==> config.mk <==
export PLATFORM = sky130hd
export DESIGN_NAME = rmod_lane
export DESIGN_NICKNAME = d
export VERILOG_FILES = /design/src/hdl/rmod_pkg.sv /design/src/hdl/rmod_lane.sv
export SDC_FILE = /design/constraint.sdc
export NUM_CORES = 1
export LEC_CHECK = 0
export BUFFER_PORTS_ARGS = -buffer_cell sky130_fd_sc_hd__buf_2
export CORE_MARGIN = 4
export CORE_UTILIZATION = 30
export CTS_CLUSTER_SIZE = 24
export DETAILED_ROUTE_END_ITERATION = 8
export MAX_ROUTING_LAYER = met4
export PLACE_DENSITY = 0.43
export SLEW_MARGIN = 25
export SYNTH_ARGS = -nofsm -noshare
export SYNTH_HDL_FRONTEND = slang
export SYNTH_SLANG_ARGS = --single-unit
==> constraint.sdc <==
create_clock -name i_clk -period 8.6 [get_ports i_clk]
set_input_delay 1.72 -clock i_clk [delete_from_list [all_inputs] [get_ports i_clk]]
set_output_delay 1.72 -clock i_clk [all_outputs]
set_load 0.02 [all_outputs]
==> src/hdl/rmod_pkg.sv <==
// Shared types, constants and sine table generator for the ring modulator.
package rmod_pkg;

    localparam int unsigned SAMPLE_W   = 24;
    localparam int unsigned SINE_W     = 16;
    localparam int unsigned NUM_FIELDS = 4;
    localparam int unsigned CFG_IDX_W  = 4;
    localparam int unsigned CFG_DATA_W = 32;
    localparam int unsigned PHASE_W    = 32;
    localparam int unsigned ACTIVE_W   = 3;

    // Register indexes on the configuration channel
    localparam logic [CFG_IDX_W-1:0] REG_PHASE_INC = 4'd0;
    localparam logic [CFG_IDX_W-1:0] REG_ACTIVE    = 4'd1;

    localparam logic [ACTIVE_W-1:0] ACTIVE_RST = 3'd2;

    // pi/2 in Q2.30
    localparam longint unsigned HALF_PI_Q30 = 64'd1686629713;

    typedef logic signed [SAMPLE_W-1:0] t_sample;
    typedef logic signed [SINE_W-1:0]   t_sine;

    // One Taylor term step: divide by (2n)(2n+1)
    function automatic longint unsigned term_div(int unsigned n, longint unsigned v);
        case (n)
            1:       return v / 6;
            2:       return v / 20;
            3:       return v / 42;
            4:       return v / 72;
            5:       return v / 110;
            6:       return v / 156;
            7:       return v / 210;
            8:       return v / 272;
            9:       return v / 342;
            10:      return v / 420;
            default: return v;
        endcase
    endfunction

    // Full-wave Q1.15 sine entry i of a table with 2^bits entries.
    // Evaluated at elaboration only.
    function automatic t_sine sine_entry(int unsigned bits, int unsigned i);
        int unsigned       qb;
        int unsigned       quarter;
        int unsigned       r;
        int unsigned       k;
        logic [1:0]        q;
        longint unsigned   x;
        longint unsigned   x2;
        longint unsigned   t;
        longint            sum;
        t_sine             v;
        qb      = bits - 2;
        quarter = 32'd1 << qb;
        q       = 2'((i >> qb) & 3);
        r       = i & (quarter - 1);
        k       = q[0] ? (quarter - r) : r;
        x       = (64'(k) * HALF_PI_Q30) >> qb;
        x2      = (x * x) >> 30;
        t       = x;
        sum     = longint'(x);
        for (int unsigned n = 1; n <= 10; n++) begin
            t = term_div(n, (t * x2) >> 30);
            if (n[0]) begin
                sum = sum - longint'(t);
            end else begin
                sum = sum + longint'(t);
            end
        end
        if (sum <= 0) begin
            v = '0;
        end else begin
            sum = (sum + 64'sd16384) >>> 15;
            if (sum > 64'sd32767) begin
                sum = 64'sd32767;
            end
            v = t_sine'(sum);
        end
        return q[1] ? -v : v;
    endfunction

endpackage

==> src/hdl/rmod_lane.sv <==
// One modulation lane: sample times carrier, round half up, saturate; unmodulated lanes pass the sample through.
module rmod_lane (
    input  logic              i_clk,
    input  logic              i_load,
    input  logic              i_mod,
    input  rmod_pkg::t_sample i_sample,
    input  rmod_pkg::t_sine   i_sine,
    output rmod_pkg::t_sample o_result
);
    localparam int unsigned PROD_W = rmod_pkg::SAMPLE_W + rmod_pkg::SINE_W;

    logic signed [PROD_W-1:0] w_prod;
    logic signed [PROD_W-1:0] r_prod;
    rmod_pkg::t_sample        r_pass;
    logic                     r_mod;
    logic signed [PROD_W:0]   w_sum;
    logic signed [PROD_W:0]   w_shr;
    rmod_pkg::t_sample        w_sat;

    assign w_prod = PROD_W'(i_sample) * PROD_W'(i_sine);

    // Product register
    always_ff @(posedge i_clk) begin
        if (i_load) begin
            r_prod <= w_prod;
            r_pass <= i_sample;
            r_mod  <= i_mod;
        end
    end

    // Round to Q1.23 and clamp
    assign w_sum = (PROD_W+1)'(r_prod) + 41'sd16384;
    assign w_shr = w_sum >>> 15;

    always_comb begin
        if (w_shr > 41'sd8388607) begin
            w_sat = 24'sh7FFFFF;
        end else if (w_shr < -41'sd8388608) begin
            w_sat = 24'sh800000;
        end else begin
            w_sat = w_shr[rmod_pkg::SAMPLE_W-1:0];
        end
    end

    assign o_result = r_mod ? w_sat : r_pass;

endmodule

* Word level (Yosys, flattened, before mapping)
Cells that the tools add are included.
** Word-level totals
- Flip-flop bits (word level) :: 65
- Memories :: 0
- Output and inout bits :: 24
- Memory bits (read-only) :: 0
- Bits in writable memories :: 0
- Bits in latches :: 0
** Operators by class
- Order comparisons :: 2
- Shift-type cells :: 0
- $add $sub $neg :: 1
- Bitwise operators :: 0
- Div/mod/pow operators :: 0
- Reduce and logical (&&, ||, !) cells :: 0
- Eq/ne operators :: 0
- $mul :: 1
- Muxes and demuxes :: 3
** Operators with widths (count)
- $mux 24 :: 3
- $add 40x16->41 const B :: 1
- $mul 24x16->40 :: 1
- $gt 26x24->1 const B :: 1
- $lt 26x24->1 const B :: 1

* Depth between registers and ports, before layout
Gate-level depths: netlist of run 1.
- Word-level depth :: 5
- Depth in mapped cells :: 24

* Least setup slack after synthesis of run 1
No wires, ideal clock.
- Path kind :: input-to-reg
- From :: in i_sample[23]
- To :: reg r_prod[37], data pin
- Setup time :: 0.262 ns
- Stages on the path :: 19
- Required time :: 8.338 ns
- Path buffers :: 1
- Setup slack :: 1.272 ns
- Arrival :: 7.066 ns
- Path through :: clkbuf_1 > nand2_1 > inv_1 > fa_1 > fa_1 > fa_1 > fa_1 > fa_1 > inv_1 > fa_1 > inv_1 > ha_1 > a21o_1 > a21o_1 > a31oi_1 > a31oi_4 > a211oi_2 > o21bai_1 > xor2_1
** On the way
- Word-level cells in the longest chain between the ends :: 1
** Ends and longest elaborated chain
- start: declaration :: line rmod_lane.sv:6 : input rmod_pkg::t_sample i_sample,
- $mul 24x16->40 :: line rmod_lane.sv:20 : assign w_prod = PROD_W'(i_sample) * PROD_W'(i_sine);
- named net w_prod[37] :: line rmod_lane.sv:12 : logic signed [PROD_W-1:0] w_prod;
- end signal: assignment :: line rmod_lane.sv:25 : r_prod <= w_prod;
- end: declaration :: line rmod_lane.sv:13 : logic signed [PROD_W-1:0] r_prod;
The timed path passes the listed nets, and every way through them passes these cells.
A chain may end at the register's enable or synchronous reset.

* Worst setup path in the final report of run 1
- From :: in i_sine[1]
- To :: reg r_prod[39], data pin
** On the way
- Word-level cells in the longest chain between the ends :: 1
** Ends and longest elaborated chain
- start: declaration :: line rmod_lane.sv:7 : input rmod_pkg::t_sine i_sine,
- $mul 24x16->40 :: line rmod_lane.sv:20
- named net w_prod[39] :: line rmod_lane.sv:12
The timed path passes the listed nets, and every way through them passes these cells.

==> flow_metrics.tcl, run 1 <==
set metrics [dict create \
    outcome "completed" \
    async_flop_share 0 \
    rsz0062_at_grt "false" \
    grt_usage 0.159 \
    hold_depth 1 \
    core_um2 52400 \
    grt_max_degree 52 \
    cts_tree "yes" \
    dieArea_um2 56700 \
    dominantRegCellSynth "edfxtp_1" \
    drt_iter0_drc 476 \
    antenna_found_initial 3 \
    viasPerCell 4.46 \
    ant_nets 0 \
    clkTransAtPathRegs_ns 0.08 \
    ys_top_cells_by_area "fa_1, inv_1, edfxtp_1, ha_1, and2_1" \
    drv_cap 0 \
    io_buffers 66 \
    htreeDepth 2 \
    hp-start "i_mod" \
    wirelength_mm 42.6 \
    die_h_um 238 \
    yosys_warnings 0 \
    end_kind "flip-flop" \
    cts-hold-fix-buffers 0 \
    wl_per_cell_um 17.6 \
    clock_sinks 51 \
    setup_tns_ns 0 \
    period_share 0.883 \
    die_w_um 238 \
    syn_area_um2 15900 \
    drc 0 \
    io-pin-count 67 \
    layout-drive-gt1-share 0.0582 \
    cts_resized 0 \
    clock_path_buffers 2 \
    gr-total-overflow 0 \
    initial_core_util 0.303 \
    place.gp.congestion 0.788 \
    synth_area_per_cell_um2 9.25 \
    dpl_cell_area_um2 16900 \
    synth-edff-count 51 \
    post-cts-setup-buffer-count 0 \
    fin_crit_ns 7.60 \
    yosysUniqueCellTypes 50 \
    worst_slew_pin_slew_ns 0.855 \
    crit_fanout 24 \
    holdPathEnd "r_mod$_DFFE_PP_" \
    hold_violations 0 \
    synth_top_area_share 0.470 \
    grt_pass1_vias 11900 \
    criticalPathCategory "input pin to flip-flop" \
    required_ns 8.62 \
    dp_hpwl_mm 34.6 \
    yosys.area.top_type "fa_1" \
    fmax_mhz 132 \
    grt_first_pass_wirelength_mm 69.1 \
    synthCells 1718 \
    rows 84 \
    maxSlewViolCount 0 \
    cts-root-buf "clkbuf_16" \
    slew_headroom 0.428 \
    drt_first_pass_iters 4 \
    fin_area_um2 17000 \
    cp.arrival_ns 7.62 \
    nNetsFinal 2245 \
    startpoint_type "input pin" \
    hold_class "input pin to flip-flop" \
    ys_seq_elements 51 \
    syn_to_final_growth_pct 7.16 \
    ys_seq_area_frac 0.0964 \
    setup_viol 0 \
    vias 10800 \
    synth_nets 2230 \
    cts-buffers-inserted 5 \
]
-- per-stage QoR --
| stage | worst slack, ns | hold WS (ns) | cells | utilization |
|---|---|---|---|---|
| 2_1_floorplan | 1.27 | 1.82 | 1718 | - |
| 3_3_place_gp | 0.738 | 1.90 | 2414 | 0.322 |
| 3_5_place_dp | 0.643 | 1.90 | 2414 | 0.322 |
| 4_1_cts | 0.973 | 1.59 | 2422 | 0.325 |
| 5_1_grt | 0.677 | 1.59 | 2423 | 0.325 |
| 6_report | 1.00 | 1.59 | 2424 | 0.325 |
-- cells by family (layout without fill, tap and decap cells) --
group,after synthesis,in the layout,share of synthesized area
adder cells (fa/ha/maj),469,469,0.546
AND/OR/NAND/NOR,495,495,0.149
other,0,2,0
XOR/XNOR,56,56,0.0309
AO/OA/AOI/OAI,116,116,0.0516
buffers and inverters,531,547,0.127
flip-flops,51,51,0.0964
-- worst max-delay path by stage --
stage,from,end
2_1_floorplan,i_sample[23],r_prod[37]$_DFFE_PP_
3_3_place_gp,i_sine[1],r_prod[37]$_DFFE_PP_
3_5_place_dp,i_sine[1],r_prod[39]$_DFFE_PP_
4_1_cts,i_sine[1],r_prod[39]$_DFFE_PP_
5_1_grt,i_sine[1],r_prod[39]$_DFFE_PP_
6_report,i_sine[1],r_prod[39]$_DFFE_PP_
-- state kept, by name (all words and copies together), names as in the netlist --
register / flops
r_pass: 24
r_mod: 1
r_prod: 26
-- synth_stat cells (all sizes together) (7+ instances only) --
cell	count
inv	466
fa	373
nand2	234
and2	150
ha	96
clkbuf	60
a21oi	58
nor2	56
edfxtp	51
xnor2	40
xor2	16
nand3	14
a21o	13
o21ai	11
and3	9
nand2b	8
nand4	8
o21a	7
-- critical path, stage by stage --
cell	delay [ns]
buf_2	0.48
nand2_1	0.19
inv_1	0.16
fa_1	0.46
fa_1	0.88
fa_1	0.52
fa_1	0.47
fa_1	0.54
inv_1	0.05
fa_1	0.53
inv_1	0.04
ha_1	0.34
a21o_1	0.19
a21o_1	0.18
a31oi_1	0.25
a31oi_4	0.09
a211oi_2	0.28
o31ai_2	0.09
xnor2_1	0.14
-- layout make-up --
class | count | area, um2
well taps | 688 | 861
repair buffers | 72 | 375
fillers | 5401 | 35400
inverters | 467 | 1750
diodes | 2 | 5.00
flip-flops and latches | 51 | 1530
multi-input cells | 1136 | 12300
clock inverters | 3 | 28.8
clock buffers | 5 | 125
-- cells in the final DEF, fill, tap and decap left out, types with 3 or more instances in the layout --
master     Yosys  final
a211oi_2       3      3
and2_1       149    149
xnor2_1       40     40
a31oi_1        3      3
fa_1         373    373
nand2b_1       8      8
nand2_1      234    234
a21oi_1       56     56
nor3_1         4      4
nand3_1       14     14
buf_4          0      6
inv_1        466    466
xor2_1        16     16
edfxtp_1      51     51
a21o_1        13     13
clkbuf_16      0      5
buf_2          2     66
and3_1         9      9
and4_1         4      4
ha_1          96     96
o21ai_0       11     11
o21a_1         7      7
nor2_1        56     56
nand4_1        8      8
-- layer usage --
layer,vias up,share of wire,GRT usage
met2,196,0.44,0.247
li1,5025,-,-
met3,13,0.047,0.0163
met1,5579,0.51,0.236
met5,-,0,-
met4,0,0.0062,0.0139
Power of run 1 is left out: the tool's default activity adds up to more than one toggle a clock period on the data nets, which glitch-free logic cannot reach.
==> inputs of run 2 (changes only) <==
--- a/config.mk
+++ b/config.mk
@@ -7,11 +7,11 @@
 export LEC_CHECK = 0
 export BUFFER_PORTS_ARGS = -buffer_cell sky130_fd_sc_hd__buf_2
 export CORE_MARGIN = 4
-export CORE_UTILIZATION = 30
+export CORE_UTILIZATION = 40
 export CTS_CLUSTER_SIZE = 24
 export DETAILED_ROUTE_END_ITERATION = 8
 export MAX_ROUTING_LAYER = met4
-export PLACE_DENSITY = 0.43
+export PLACE_DENSITY = 0.54
 export SLEW_MARGIN = 25
 export SYNTH_ARGS = -nofsm -noshare
 export SYNTH_HDL_FRONTEND = slang
==> run 2 against run 1 <==
Against the previous run: wire length fell by 7.9%; clock-buffer cell count did not move; global-route usage rose by 3.4 points; largest cell class unchanged; critical path depth did not move; sequential share of layout area rose by 0.12 points; worst setup slack got worse by 0.0046 ns; final cell count fell by 7.2%; cell area fell by 1.3%; core utilization rose by 11 points; first-iteration DRC count rose by 15%; maximum frequency barely moved; non-clock buffer count fell by 3.
==> flow_metrics.tcl, run 2 (synthesized netlist as in run 1, its figures left out) <==
set metrics [dict create \
    outcome "completed" \
    slew_headroom 0.426 \
    largest_reg_flops 26 \
    end_kind "flip-flop" \
    fillCellCount 3810 \
    io-pin-count 67 \
    place_ws_ns 0.699 \
    maxSlewViolCount 0 \
    hold_class "input pin to flip-flop" \
    setup_ws_ns 1.00 \
    die_h_um 207 \
    syn_to_final_growth_pct 5.80 \
    vias 10800 \
    grt_util_met1 0.279 \
    drt_first_pass_iters 5 \
    crit_fanout 24 \
    drt_iter0_drc 549 \
    rsz0062_at_grt "false" \
    grt.busiest_layer "met2" \
    grt_first_pass_wirelength_mm 64.8 \
    cts_tree "yes" \
    wl_per_cell_um 17.4 \
    dpl_cell_area_um2 16600 \
    io_buffers 66 \
    criticalPathCategory "input pin to flip-flop" \
    clock_path_buffers 2 \
    dp_hpwl_mm 32.0 \
    gr-total-overflow 0 \
    wirelength_mm 39.3 \
    cts-root-buf "clkbuf_16" \
    viasPerCell 4.79 \
    dieArea_um2 43000 \
    grt_usage 0.193 \
    fin_area_um2 16800 \
    drc 0 \
    worst_slew_pin_slew_ns 0.858 \
    period_share 0.884 \
    top_regs "r_prod (26), r_pass (24), r_mod (1)" \
    core_um2 38900 \
    initial_core_util 0.408 \
    ant_nets 0 \
    fmax_mhz 132 \
    regMostFlops "r_prod" \
    grt_use_met2 0.296 \
    nNetsFinal 2242 \
    cts-hold-fix-buffers 0 \
    drv_cap 0 \
    antenna_found_initial 2 \
    setup_tns_ns 0 \
    layout-drive-gt1-share 0.0566 \
    required_ns 8.64 \
    cts-buffers-inserted 5 \
    rows 72 \
    grt_max_degree 52 \
    hold_violations 0 \
    mostFrequentLayoutCell "inv_1" \
    setup_viol 0 \
    place.gp.congestion 0.859 \
    mostFrequentLayoutCells "inv_1, fa_1, nand2_1, and2_1, ha_1" \
    htreeDepth 2 \
    die_w_um 207 \
    post-cts-setup-buffer-count 0 \
    grt_pass1_vias 11800 \
    clock_sinks 51 \
    clkTransAtPathRegs_ns 0.07 \
    cts_resized 0 \
    startpoint_type "input pin" \
    fin_crit_ns 7.60 \
    met3_usage 0.0363 \
    cp.arrival_ns 7.64 \
    holdWs_ns 1.60 \
]
==> run 2: changes by cell type in the layout (fill, tap and decap cells not counted) <==
cell	delta
clkinv_4	-1
diode_2	-1
inv_8	-1
buf_4	-2
inv_6	+1
buf_2	-1
bufinv_16	+1
==> run 2: worst paths after layout <==
kind | startpoint | end | slack [ns] | cells past startpoint
setup / recovery | i_sine[1] | r_prod[37]$_DFFE_PP_ | 1.00 | 19
hold / removal | i_mod | r_mod$_DFFE_PP_ | 1.60 | 1
==> run 2: cell type report <==
class | count | area [um2] | area share
Antenna cell | 1 | 2.50 | 0.000149
Clock buffer | 5 | 125 | 0.00744
Clock inverter | 3 | 47.5 | 0.00283
Inverter | 467 | 1750 | 0.104
Multi-Input combinational cell | 1136 | 12300 | 0.734
Sequential cell | 51 | 1530 | 0.0911
Tap cell | 518 | 648 | 0.0386
Timing Repair Buffer | 69 | 355 | 0.0211
==> run 2: metrics by stage <==
step | instances | utilization
after detailed placement | 2241 | 0.427
after global routing | 2250 | 0.432
final | 2250 | 0.432
after CTS | 2249 | 0.432
after global placement | 2241 | 0.427
after floorplan | 1718 | -
==> run 2: metal layers <==
layer | share of wire | vias up
met2 | 0.44 | 216
met4 | 0.0084 | 0
met5 | 0 | -
met3 | 0.058 | 20
li1 | - | 5016
met1 | 0.50 | 5533
==> run 2: worst max-delay path, stage by stage <==
cell,delay (ns)
buf_2,0.48
nand2_1,0.19
inv_1,0.16
fa_1,0.46
fa_1,0.87
fa_1,0.51
fa_1,0.47
fa_1,0.54
inv_1,0.05
fa_1,0.52
inv_1,0.04
ha_1,0.35
a21o_1,0.19
a21o_1,0.18
a31oi_1,0.26
a31oi_4,0.09
a211oi_2,0.27
o21bai_1,0.11
xor2_1,0.15
Power of run 2 is left out for the same reason.
